===== src/sv/hpfp_pkg.sv =====
// Shared types and constants for the humidity PID fan PWM unit.
// No dependencies; imported by hpfp_core, the top level, the checker and the testbench.
package hpfp_pkg;

  localparam int HUM_W   = 11;
  localparam int ERR_W   = 12;
  localparam int INTEG_W = 11;
  localparam int PWR_W   = 8;
  localparam int SUM_W   = 18;

  localparam logic [HUM_W-1:0] TARGET_RST     = 11'd960;
  localparam logic [PWR_W-1:0] DUTY_FLOOR_RST = 8'd0;

  localparam logic signed [13:0] INTEG_LIM_POS = 14'sd800;
  localparam logic signed [13:0] INTEG_LIM_NEG = -14'sd800;

  localparam logic signed [SUM_W-1:0] KP_POS = 18'sd10;
  localparam logic signed [SUM_W-1:0] KP_NEG = 18'sd50;
  localparam logic signed [SUM_W-1:0] KD     = 18'sd5;

  // register index, taken from paddr[2]
  localparam logic REG_TARGET     = 1'b0;
  localparam logic REG_DUTY_FLOOR = 1'b1;

  localparam int CFG_AW = 3;

  typedef struct packed {
    logic signed [ERR_W-1:0]   prev_err;
    logic signed [INTEG_W-1:0] integ;
    logic [PWR_W-1:0]          last_power;
  } hpfp_state_t;

  typedef struct packed {
    logic             switched;
    logic [PWR_W-1:0] pwm_duty;
    logic [PWR_W-1:0] fan_power;
  } hpfp_result_t;

endpackage


===== src/sv/hpfp_core.sv =====
// PID step: error, clamped trapezoid integral, saturated power, PWM mapping.
// Purely combinational; depends on hpfp_pkg.
module hpfp_core import hpfp_pkg::*; (
  input  logic [HUM_W-1:0] humidity,
  input  logic [HUM_W-1:0] target,
  input  logic [PWR_W-1:0] duty_floor,
  input  hpfp_state_t      st,
  output hpfp_state_t      st_nxt,
  output hpfp_result_t     res
);

  logic signed [ERR_W-1:0]   err;
  logic signed [13:0]        integ_raw;
  logic signed [INTEG_W-1:0] integ_clamp;
  logic signed [12:0]        diff;
  logic signed [SUM_W-1:0]   err_ext;
  logic signed [SUM_W-1:0]   prop;
  logic signed [SUM_W-1:0]   deriv;
  logic signed [SUM_W-1:0]   sum;
  logic [PWR_W-1:0]          power;
  logic [15:0]               prod;
  logic [16:0]               div_tmp;
  logic [8:0]                duty_sum;
  logic [PWR_W-1:0]          duty;

  assign err = $signed({1'b0, humidity}) - $signed({1'b0, target});

  assign integ_raw = {{3{st.integ[INTEG_W-1]}}, st.integ}
                   + {{2{err[ERR_W-1]}}, err}
                   + {{2{st.prev_err[ERR_W-1]}}, st.prev_err};

  always_comb begin
    if (integ_raw > INTEG_LIM_POS) begin
      integ_clamp = INTEG_LIM_POS[INTEG_W-1:0];
    end else if (integ_raw < INTEG_LIM_NEG) begin
      integ_clamp = INTEG_LIM_NEG[INTEG_W-1:0];
    end else begin
      integ_clamp = integ_raw[INTEG_W-1:0];
    end
  end

  assign err_ext = {{(SUM_W-ERR_W){err[ERR_W-1]}}, err};
  assign prop    = err[ERR_W-1] ? err_ext * KP_NEG : err_ext * KP_POS;
  assign diff    = {err[ERR_W-1], err} - {st.prev_err[ERR_W-1], st.prev_err};
  assign deriv   = {{(SUM_W-13){diff[12]}}, diff} * KD;
  assign sum     = prop + {{(SUM_W-INTEG_W){integ_clamp[INTEG_W-1]}}, integ_clamp} + deriv;

  // floor(sum/16), saturated to 0..255; non-positive sums give zero
  always_comb begin
    if (sum[SUM_W-1] || (sum == '0)) begin
      power = '0;
    end else if (|sum[SUM_W-2:12]) begin
      power = '1;
    end else begin
      power = sum[11:4];
    end
  end

  // x/255 for x < 2^16 as (x + (x >> 8) + 1) >> 8
  assign prod     = power * (8'd255 - duty_floor);
  assign div_tmp  = {1'b0, prod} + {9'd0, prod[15:8]} + 17'd1;
  assign duty_sum = {1'b0, duty_floor} + {1'b0, div_tmp[15:8]};
  assign duty     = (power == '0) ? '0 : duty_sum[7:0];

  assign res.fan_power = power;
  assign res.pwm_duty  = duty;
  assign res.switched  = (power != '0) != (st.last_power != '0);

  assign st_nxt.prev_err   = err;
  assign st_nxt.integ      = integ_clamp;
  assign st_nxt.last_power = power;

endmodule


===== src/sv/humidity_pid_fan_pwm_unit.sv =====
// Humidity PID fan controller: input word register, one compute pass, result register.
// Each word passes two register stages, the input register and then the result register;
// throughput one word per cycle while out_tready keeps the result stream moving.
// Synchronous active-low reset clears valids, loop state and config to defaults.
// Depends on hpfp_pkg and hpfp_core.
module humidity_pid_fan_pwm_unit import hpfp_pkg::*; (
  input  logic              clk,
  input  logic              rst_n,
  // input stream
  input  logic              in_tvalid,
  output logic              in_tready,
  input  logic [15:0]       in_tdata,    // [10:0] humidity, [15:11] zero
  // result stream
  output logic              out_tvalid,
  input  logic              out_tready,
  output logic [23:0]       out_tdata,   // [7:0] fan_power, [15:8] pwm_duty, [16] switched
  // config port
  input  logic              cfg_psel,
  input  logic              cfg_penable,
  input  logic              cfg_pwrite,
  input  logic [CFG_AW-1:0] cfg_paddr,
  input  logic [31:0]       cfg_pwdata,
  output logic [31:0]       cfg_prdata,
  output logic              cfg_pready
);

  // config registers
  logic [HUM_W-1:0] target_r;
  logic [PWR_W-1:0] duty_floor_r;
  logic             cfg_wr;

  // input stage
  logic             s1_vld_r;
  logic [HUM_W-1:0] s1_hum_r;

  // loop state carried between words
  hpfp_state_t st_r, st_nxt;

  // result stage
  logic         out_vld_r;
  hpfp_result_t out_res_r;
  hpfp_result_t res;

  logic out_free;
  logic s1_fire;

  assign cfg_pready = 1'b1;
  assign cfg_wr     = cfg_psel & cfg_penable & cfg_pwrite & cfg_pready;

  always_comb begin
    case (cfg_paddr[2])
      REG_TARGET:     cfg_prdata = {{(32-HUM_W){1'b0}}, target_r};
      REG_DUTY_FLOOR: cfg_prdata = {{(32-PWR_W){1'b0}}, duty_floor_r};
      default:        cfg_prdata = '0;
    endcase
  end

  always_ff @(posedge clk) begin
    if (!rst_n) begin
      target_r     <= TARGET_RST;
      duty_floor_r <= DUTY_FLOOR_RST;
    end else if (cfg_wr) begin
      case (cfg_paddr[2])
        REG_TARGET:     target_r     <= cfg_pwdata[HUM_W-1:0];
        REG_DUTY_FLOOR: duty_floor_r <= cfg_pwdata[PWR_W-1:0];
        default: ;
      endcase
    end
  end

  // Handshake: result register frees when empty or taken; the input stage
  // moves into it in the same cycle, so a new word lands every cycle unless the output stalls.
  assign out_free  = !out_vld_r || out_tready;
  assign s1_fire   = s1_vld_r && out_free;
  assign in_tready = !s1_vld_r || out_free;

  always_ff @(posedge clk) begin
    if (!rst_n) begin
      s1_vld_r <= 1'b0;
    end else if (in_tready) begin
      s1_vld_r <= in_tvalid;
    end
  end

  always_ff @(posedge clk) begin
    if (in_tready && in_tvalid) begin
      s1_hum_r <= in_tdata[HUM_W-1:0];
    end
  end

  // Single compute pass; loop state updates as the word moves to the output.
  hpfp_core u_core (
    .humidity   (s1_hum_r),
    .target     (target_r),
    .duty_floor (duty_floor_r),
    .st         (st_r),
    .st_nxt     (st_nxt),
    .res        (res)
  );

  always_ff @(posedge clk) begin
    if (!rst_n) begin
      st_r <= '0;
    end else if (s1_fire) begin
      st_r <= st_nxt;
    end
  end

  always_ff @(posedge clk) begin
    if (!rst_n) begin
      out_vld_r <= 1'b0;
    end else if (out_free) begin
      out_vld_r <= s1_vld_r;
    end
  end

  always_ff @(posedge clk) begin
    if (s1_fire) begin
      out_res_r <= res;
    end
  end

  assign out_tvalid = out_vld_r;
  assign out_tdata  = {7'd0, out_res_r.switched, out_res_r.pwm_duty, out_res_r.fan_power};

endmodule


===== config.mk =====
export PLATFORM = sky130hd
export DESIGN_NAME = humidity_pid_fan_pwm_unit
export DESIGN_NICKNAME = d
export VERILOG_FILES = /design/src/sv/hpfp_pkg.sv /design/src/sv/hpfp_core.sv /design/src/sv/humidity_pid_fan_pwm_unit.sv
export SDC_FILE = /design/constraint.sdc
export NUM_CORES = 1
export LEC_CHECK = 0
export BUFFER_PORTS_ARGS = -buffer_cell sky130_fd_sc_hd__buf_2
export CAP_MARGIN = 20
export CORE_MARGIN = 10
export CORE_UTILIZATION = 47
export CTS_BUF_LIST = sky130_fd_sc_hd__clkbuf_8
export DETAILED_ROUTE_END_ITERATION = 12
export PLACE_DENSITY_LB_ADDON = 0.25
export SLEW_MARGIN = 20
export SYNTH_ARGS = -nofsm -noshare
export SYNTH_HDL_FRONTEND = slang
export SYNTH_HIERARCHICAL = 1
export SYNTH_SLANG_ARGS = --single-unit

===== constraint.sdc =====
create_clock -name clk -period 17.12 [get_ports clk]
set_input_delay 4.28 -clock clk [delete_from_list [all_inputs] [get_ports clk]]
set_output_delay 4.28 -clock clk [all_outputs]
set_load 0.01 [all_outputs]

## After elaboration in Yosys (flattened, before gate mapping)

Cells that the tools add are included.

| word-level totals | value |
|---|---|
| flip-flop bits (word level) | 80 |
| input bits | 58 |
| output and inout bits | 59 |

| operators by class | value |
|---|---|
| add/subtract/negate cells | 10 |
| multipliers | 4 |
| $lt $le $gt $ge | 2 |
| eq/ne operators | 1 |
| mux-type cells | 6 |
| bitwise gates (word level) | 3 |
| reductions and logical operators | 14 |

Operator list:

| kind | number |
|---|---|
| $pmux W32 S2 | 1 |
| $add A18 B18 Y18 | 2 |
| $mux W11 | 2 |
| $logic_not A18 Y1 | 1 |
| $mux W18 | 1 |
| $mul A12 B6 Y17 const B | 1 |
| $mul A13 B4 Y17 const B | 1 |
| $add A16 B1 Y16 const B | 1 |
| $add A16 B8 Y16 | 1 |
| $mul A12 B4 Y16 const B | 1 |
| $mul A8 B16 Y16 | 1 |
| $mux W8 | 2 |
| $reduce_bool A8 Y1 | 2 |
| $add A13 B12 Y14 | 1 |
| $gt A14 B11 Y1 const B | 1 |
| $lt A14 B11 Y1 const B | 1 |
| $add A11 B12 Y13 | 1 |
| $sub A12 B12 Y13 | 1 |
| $sub A11 B11 Y12 | 1 |
| $sub A8 B8 Y9 const A | 1 |
| $add A8 B8 Y8 | 1 |
| $logic_not A8 Y1 | 1 |
| $reduce_or A5 Y1 | 1 |
| $reduce_and A2 Y1 | 2 |
| other kinds (6) | 11 |

## Depth between registers and ports, before layout

| depth | value |
|---|---|
| depth after elaboration | 15 |
| mapped depth | 74 |
| mapped depth without buffers | 73 |

## By module

The synthesis kept the hierarchy.

Modules (own cells, without submodules):

| module | times used | cells an instance | area each (um^2) | seq. area each (um^2) |
|---|---|---|---|---|
| hpfp_core | 1 | 1147 | 8889.8 | 0.0 |
| humidity_pid_fan_pwm_unit | 1 | 288 | 3268.1 | 1881.8 |

## Least setup slack after synthesis

Ideal clock, no wire load.

| timing | value |
|---|---|
| path kind | register to register |
| start | register s1_hum_r[0] |
| end | register out_res_r, in the netlist out_tdata[15], data pin |
| library setup time | 0.260 ns |
| arrival time | 15.580 ns |
| data required time | 16.860 ns |
| slack | 1.280 ns |
| cell stages (with the launch flop) | 65 |
| buffers on the path | 0 |
| clock period less this slack | 15.840 ns |
| cells stage by stage | edfxtp_1 -> inv_1 -> ha_1 -> inv_1 -> fa_1 -> a21o_1 -> a21oi_1 -> o21bai_1 -> a21oi_1 -> o21bai_1 -> a21o_1 -> o311ai_0 -> inv_1 -> fa_1 -> inv_1 -> ha_1 -> nand2_1 -> o311ai_0 -> [29 not listed] -> ha_1 -> or4_1 -> nand4_1 -> o32ai_1 -> a21oi_1 -> nor2_1 -> xor2_1 -> ha_1 -> a21o_1 -> a21oi_1 -> o21bai_1 -> a21oi_1 -> o21bai_1 -> a21oi_1 -> xor2_1 -> xnor2_1 -> nor2b_1 -> mux2_2 |

RTL lines:

| item | RTL line | text |
|---|---|---|
| start, declared | humidity_pid_fan_pwm_unit.sv:34 | `logic [HUM_W-1:0] s1_hum_r;` |
| start signal, assigned | humidity_pid_fan_pwm_unit.sv:87 | `s1_hum_r <= in_tdata[HUM_W-1:0];` |
| end signal, assigned | humidity_pid_fan_pwm_unit.sv:119 | `out_res_r <= res;` |
| end, declared | humidity_pid_fan_pwm_unit.sv:41 | `hpfp_result_t out_res_r;` |

==> results.cfg <==
[clock_network]
clock-root-buffer = sky130_fd_sc_hd__clkbuf_8
clk_pin_slew_ns = 0.10
ctsLongestPathBuffers = 2
tritoncts_clock_tree = built
clkLatencyLatePin_ns = 0.39
cts.sink_count = 80
cts_made_buffers = 9
htreeDepth = 3

[logic_synthesis]
ys_async_sr_fraction_pct = 0
yosys_most_used_dff = sky130_fd_sc_hd__dfxtp_1
netlist-cell-type-count = 75
synth_enable_flop_cells = 28
postSynthCellCount = 1435
syn_std_cell_area_sq_um = 12200
register_area_share_after_synthesis_pct = 15.5
ys_ff_latch = 80
syn_area_per_cell_sq_um = 8.47
yosysWarningCount = 6

[global_route]
grtUsageMet2_pct = 28.7
vias_in_the_first_global_route = 9836
global_route.peak_usage_layer = met2
first_pass_grt_wire_length_um = 47200
grt_antenna_before_repair = 0
grt_use_met3_pct = 3.12
largest_net_degree_at_the_start_of_global_routing = 93
grt_use_met1_pct = 22.2
track_usage_pct = 17.0
globalRouteOverflowTotal = 0

[finish]
post-route-util_pct = 51.4
n_fill_cell = 2409
final_common_cell = sky130_fd_sc_hd__inv_1
num_antenna_cells = 0
drive_gt1_share_pct = 11.3
finish.instance_area_sq_um = 13000
area.growth.synth_to_final_pct = 7.03
finish.net_count = 1816
most-common-layout-cells = sky130_fd_sc_hd__inv_1, sky130_fd_sc_hd__ha_1, sky130_fd_sc_hd__nand2_1

[placement]
postPlaceCellArea_sq_um = 12700
hpwlAfterDp_um = 22800
portBuffers = 59
globalplace.congestion = 0.862

[timing]
timing.final.max_slew_violations = 0
max_freq_mhz = 61.7
finalWorstPathRequiredPeriod_ns = 16.21
finalCritPeriodShare_pct = 94.7
finClkSkew_ns = 0.0243
worst-slew-pin-transition_ns = 0.927
finalSetupViolCount = 0
final_hold_viol_count = 0
max_slew_margin_pct = 37.8

[route]
drtIter0Drc = 411
drt_wl_total_um = 27600
route.detailed.drc = 0
routedWlPerCell_um = 15.1
vias_per_cell = 5.24
antenna_violation_net_count_after_detailed_routing = 0
detailedRoute.firstPassIterationCount = 4
routed-via-count = 9597

[die]
die_width_um = 181
core_sq_um = 25300
top_ports = 117
start_util_pct = 48.0
floorplan.die_area_sq_um = 32700
placement_rows = 58
dieHeight_um = 181

[critical_path]
r2r_setup_slack_ns = 0.91
worst_path_most_repeated_cell = sky130_fd_sc_hd__inv_1
critical_path_arrival_ns = 16.34
worst-path-max-fanout = 10
critPathMaxStageDelay_ns = 0.56
critical_path.endpoint = out_tdata[15]
critPathKind = reg2reg
critical_path.slowest_cell = sky130_fd_sc_hd__or4_1
reg2regPathDepth = 67
endpoint_kind = register
timing.critical_path.from = s1_hum_r[0]
r2r_start = s1_hum_r[0]
timing.rr.end = out_tdata[15]
cp.required_ns = 17.25
critical_path.startpoint_type = register

[status]
result_of_the_run = finished, final reports clean

[flow_run]
maxCapViolations = 0

[hold_path]
worstHoldPathType = reg2reg
layout make-up:
class	count	area, sq um	area share [%]
Clock buffer	9	124	0.952
Clock inverter	7	85.1	0.654
Inverter	216	811	6.23
Multi-Input combinational cell	1104	9220	70.8
Sequential cell	80	1880	14.5
Tap cell	330	413	3.17
Timing Repair Buffer	84	483	3.71
kinds of logic (layout without fill, tap and decap cells):
| family | Yosys count | count (layout) | share of synthesized area (%) |
|---|---|---|---|
| XOR/XNOR | 94 | 95 | 7.29 |
| AND/OR/NAND/NOR | 383 | 383 | 15.1 |
| other | 2 | 29 | 0.0618 |
| buffers and inverters | 279 | 316 | 10.3 |
| multiplexers | 55 | 55 | 4.65 |
| AO/OA/AOI/OAI | 278 | 278 | 15.0 |
| adder cells (fa/ha/maj) | 264 | 264 | 32.1 |
| flip-flops | 80 | 80 | 15.5 |
Yosys cell counts (all sizes together), types with 5 or more instances:
| master | instances | area share [%] |
|---|---|---|
| nand4 | 6 | 0.43 |
| a21oi | 71 | 2.9 |
| edfxtp | 28 | 6.9 |
| nor4 | 5 | 0.26 |
| xnor2 | 61 | 4.5 |
| nand3 | 29 | 1.3 |
| fa | 80 | 13 |
| nor2 | 119 | 3.7 |
| or3 | 5 | 0.26 |
| buf | 57 | 3.5 |
| o21a | 16 | 0.99 |
| a31oi | 6 | 0.31 |
| o21ai | 76 | 3.4 |
| clkbuf | 6 | 0.19 |
| nand2b | 17 | 0.94 |
| mux2 | 12 | 1.1 |
| o211ai | 10 | 0.62 |
| a211oi | 10 | 0.62 |
| nor3 | 13 | 0.54 |
| mux2i | 43 | 3.5 |
| inv | 216 | 6.7 |
| or2 | 22 | 1.1 |
| dfxtp | 52 | 8.6 |
| o21bai | 18 | 1.1 |
| xor2 | 30 | 2.2 |
| a21o | 24 | 1.5 |
| nor2b | 26 | 1.4 |
| o31a | 6 | 0.43 |
| a21boi | 6 | 0.37 |
| nand2 | 121 | 3.7 |
| ha | 183 | 19 |
worst max-delay path: cells and delay by family, from the launching register on:
| family | cells | cell delay [ns] |
|---|---|---|
| and+or+nand+nor | 10 | 2.20 |
| xor gates and xnor gates | 6 | 1.31 |
| AOI/OAI and AO/OA | 26 | 5.29 |
| adders and majority gates | 13 | 5.28 |
| muxes | 2 | 0.66 |
| buffers and inverters | 10 | 0.85 |
| DFF | 1 | 0.37 |
sequential cells by signal (all words and copies together), names as in the netlist:
| signal | cells |
|---|---|
| duty_floor_r | 8 |
| out_tdata | 17 |
| out_tvalid | 1 |
| s1_hum_r | 11 |
| s1_vld_r | 1 |
| st_r | 31 |
| target_r | 11 |
repair_timing:
| item | in CTS | in global routing |
|---|---|---|
| buffers inserted | 0 | 5 |
| gates resized for setup | 0 | 13 |
| hold buffers | 0 | 0 |
| setup endpoints to repair | 0 | 1 |
metrics by stage:
| stage | hold WS, ns | instances | setup slack (ns) | TNS (ns) |
|---|---|---|---|---|
| 2_1_floorplan | 0.434 | 1462 | 1.28 | 0 |
| 3_3_place_gp | 0.443 | 1808 | 0.547 | 0 |
| 3_5_place_dp | 0.450 | 1808 | 0.437 | 0 |
| 4_1_cts | 0.468 | 1824 | 0.333 | 0 |
| 5_1_grt | 0.481 | 1830 | -0.0110 | -0.0110 |
| 6_report | 0.463 | 1830 | 0.912 | 0 |
how the worst min path moves through the flow:
stage | from | to | cells past startpoint | slack [ns]
CTS | st_r[23] | st_r[23] | 2 | 0.47
finish | st_r[4] | st_r[4] | 2 | 0.46
global placement | st_r[26] | st_r[26] | 2 | 0.44
floorplan | st_r[2] | st_r[2] | 2 | 0.43
detailed placement | st_r[25] | st_r[25] | 2 | 0.45
global route | st_r[12] | st_r[12] | 2 | 0.48
per-layer routing:
| metal | wire length [um] | part of all wire [%] |
|---|---|---|
| met1 | 13300 | 48 |
| met2 | 12800 | 46 |
| met3 | 1220 | 4.4 |
| met4 | 290 | 1.1 |
| met5 | 0 | 0 |
Power is left out: the tool's default activity adds up to more than one toggle a clock period on the data nets, which glitch-free logic cannot reach.
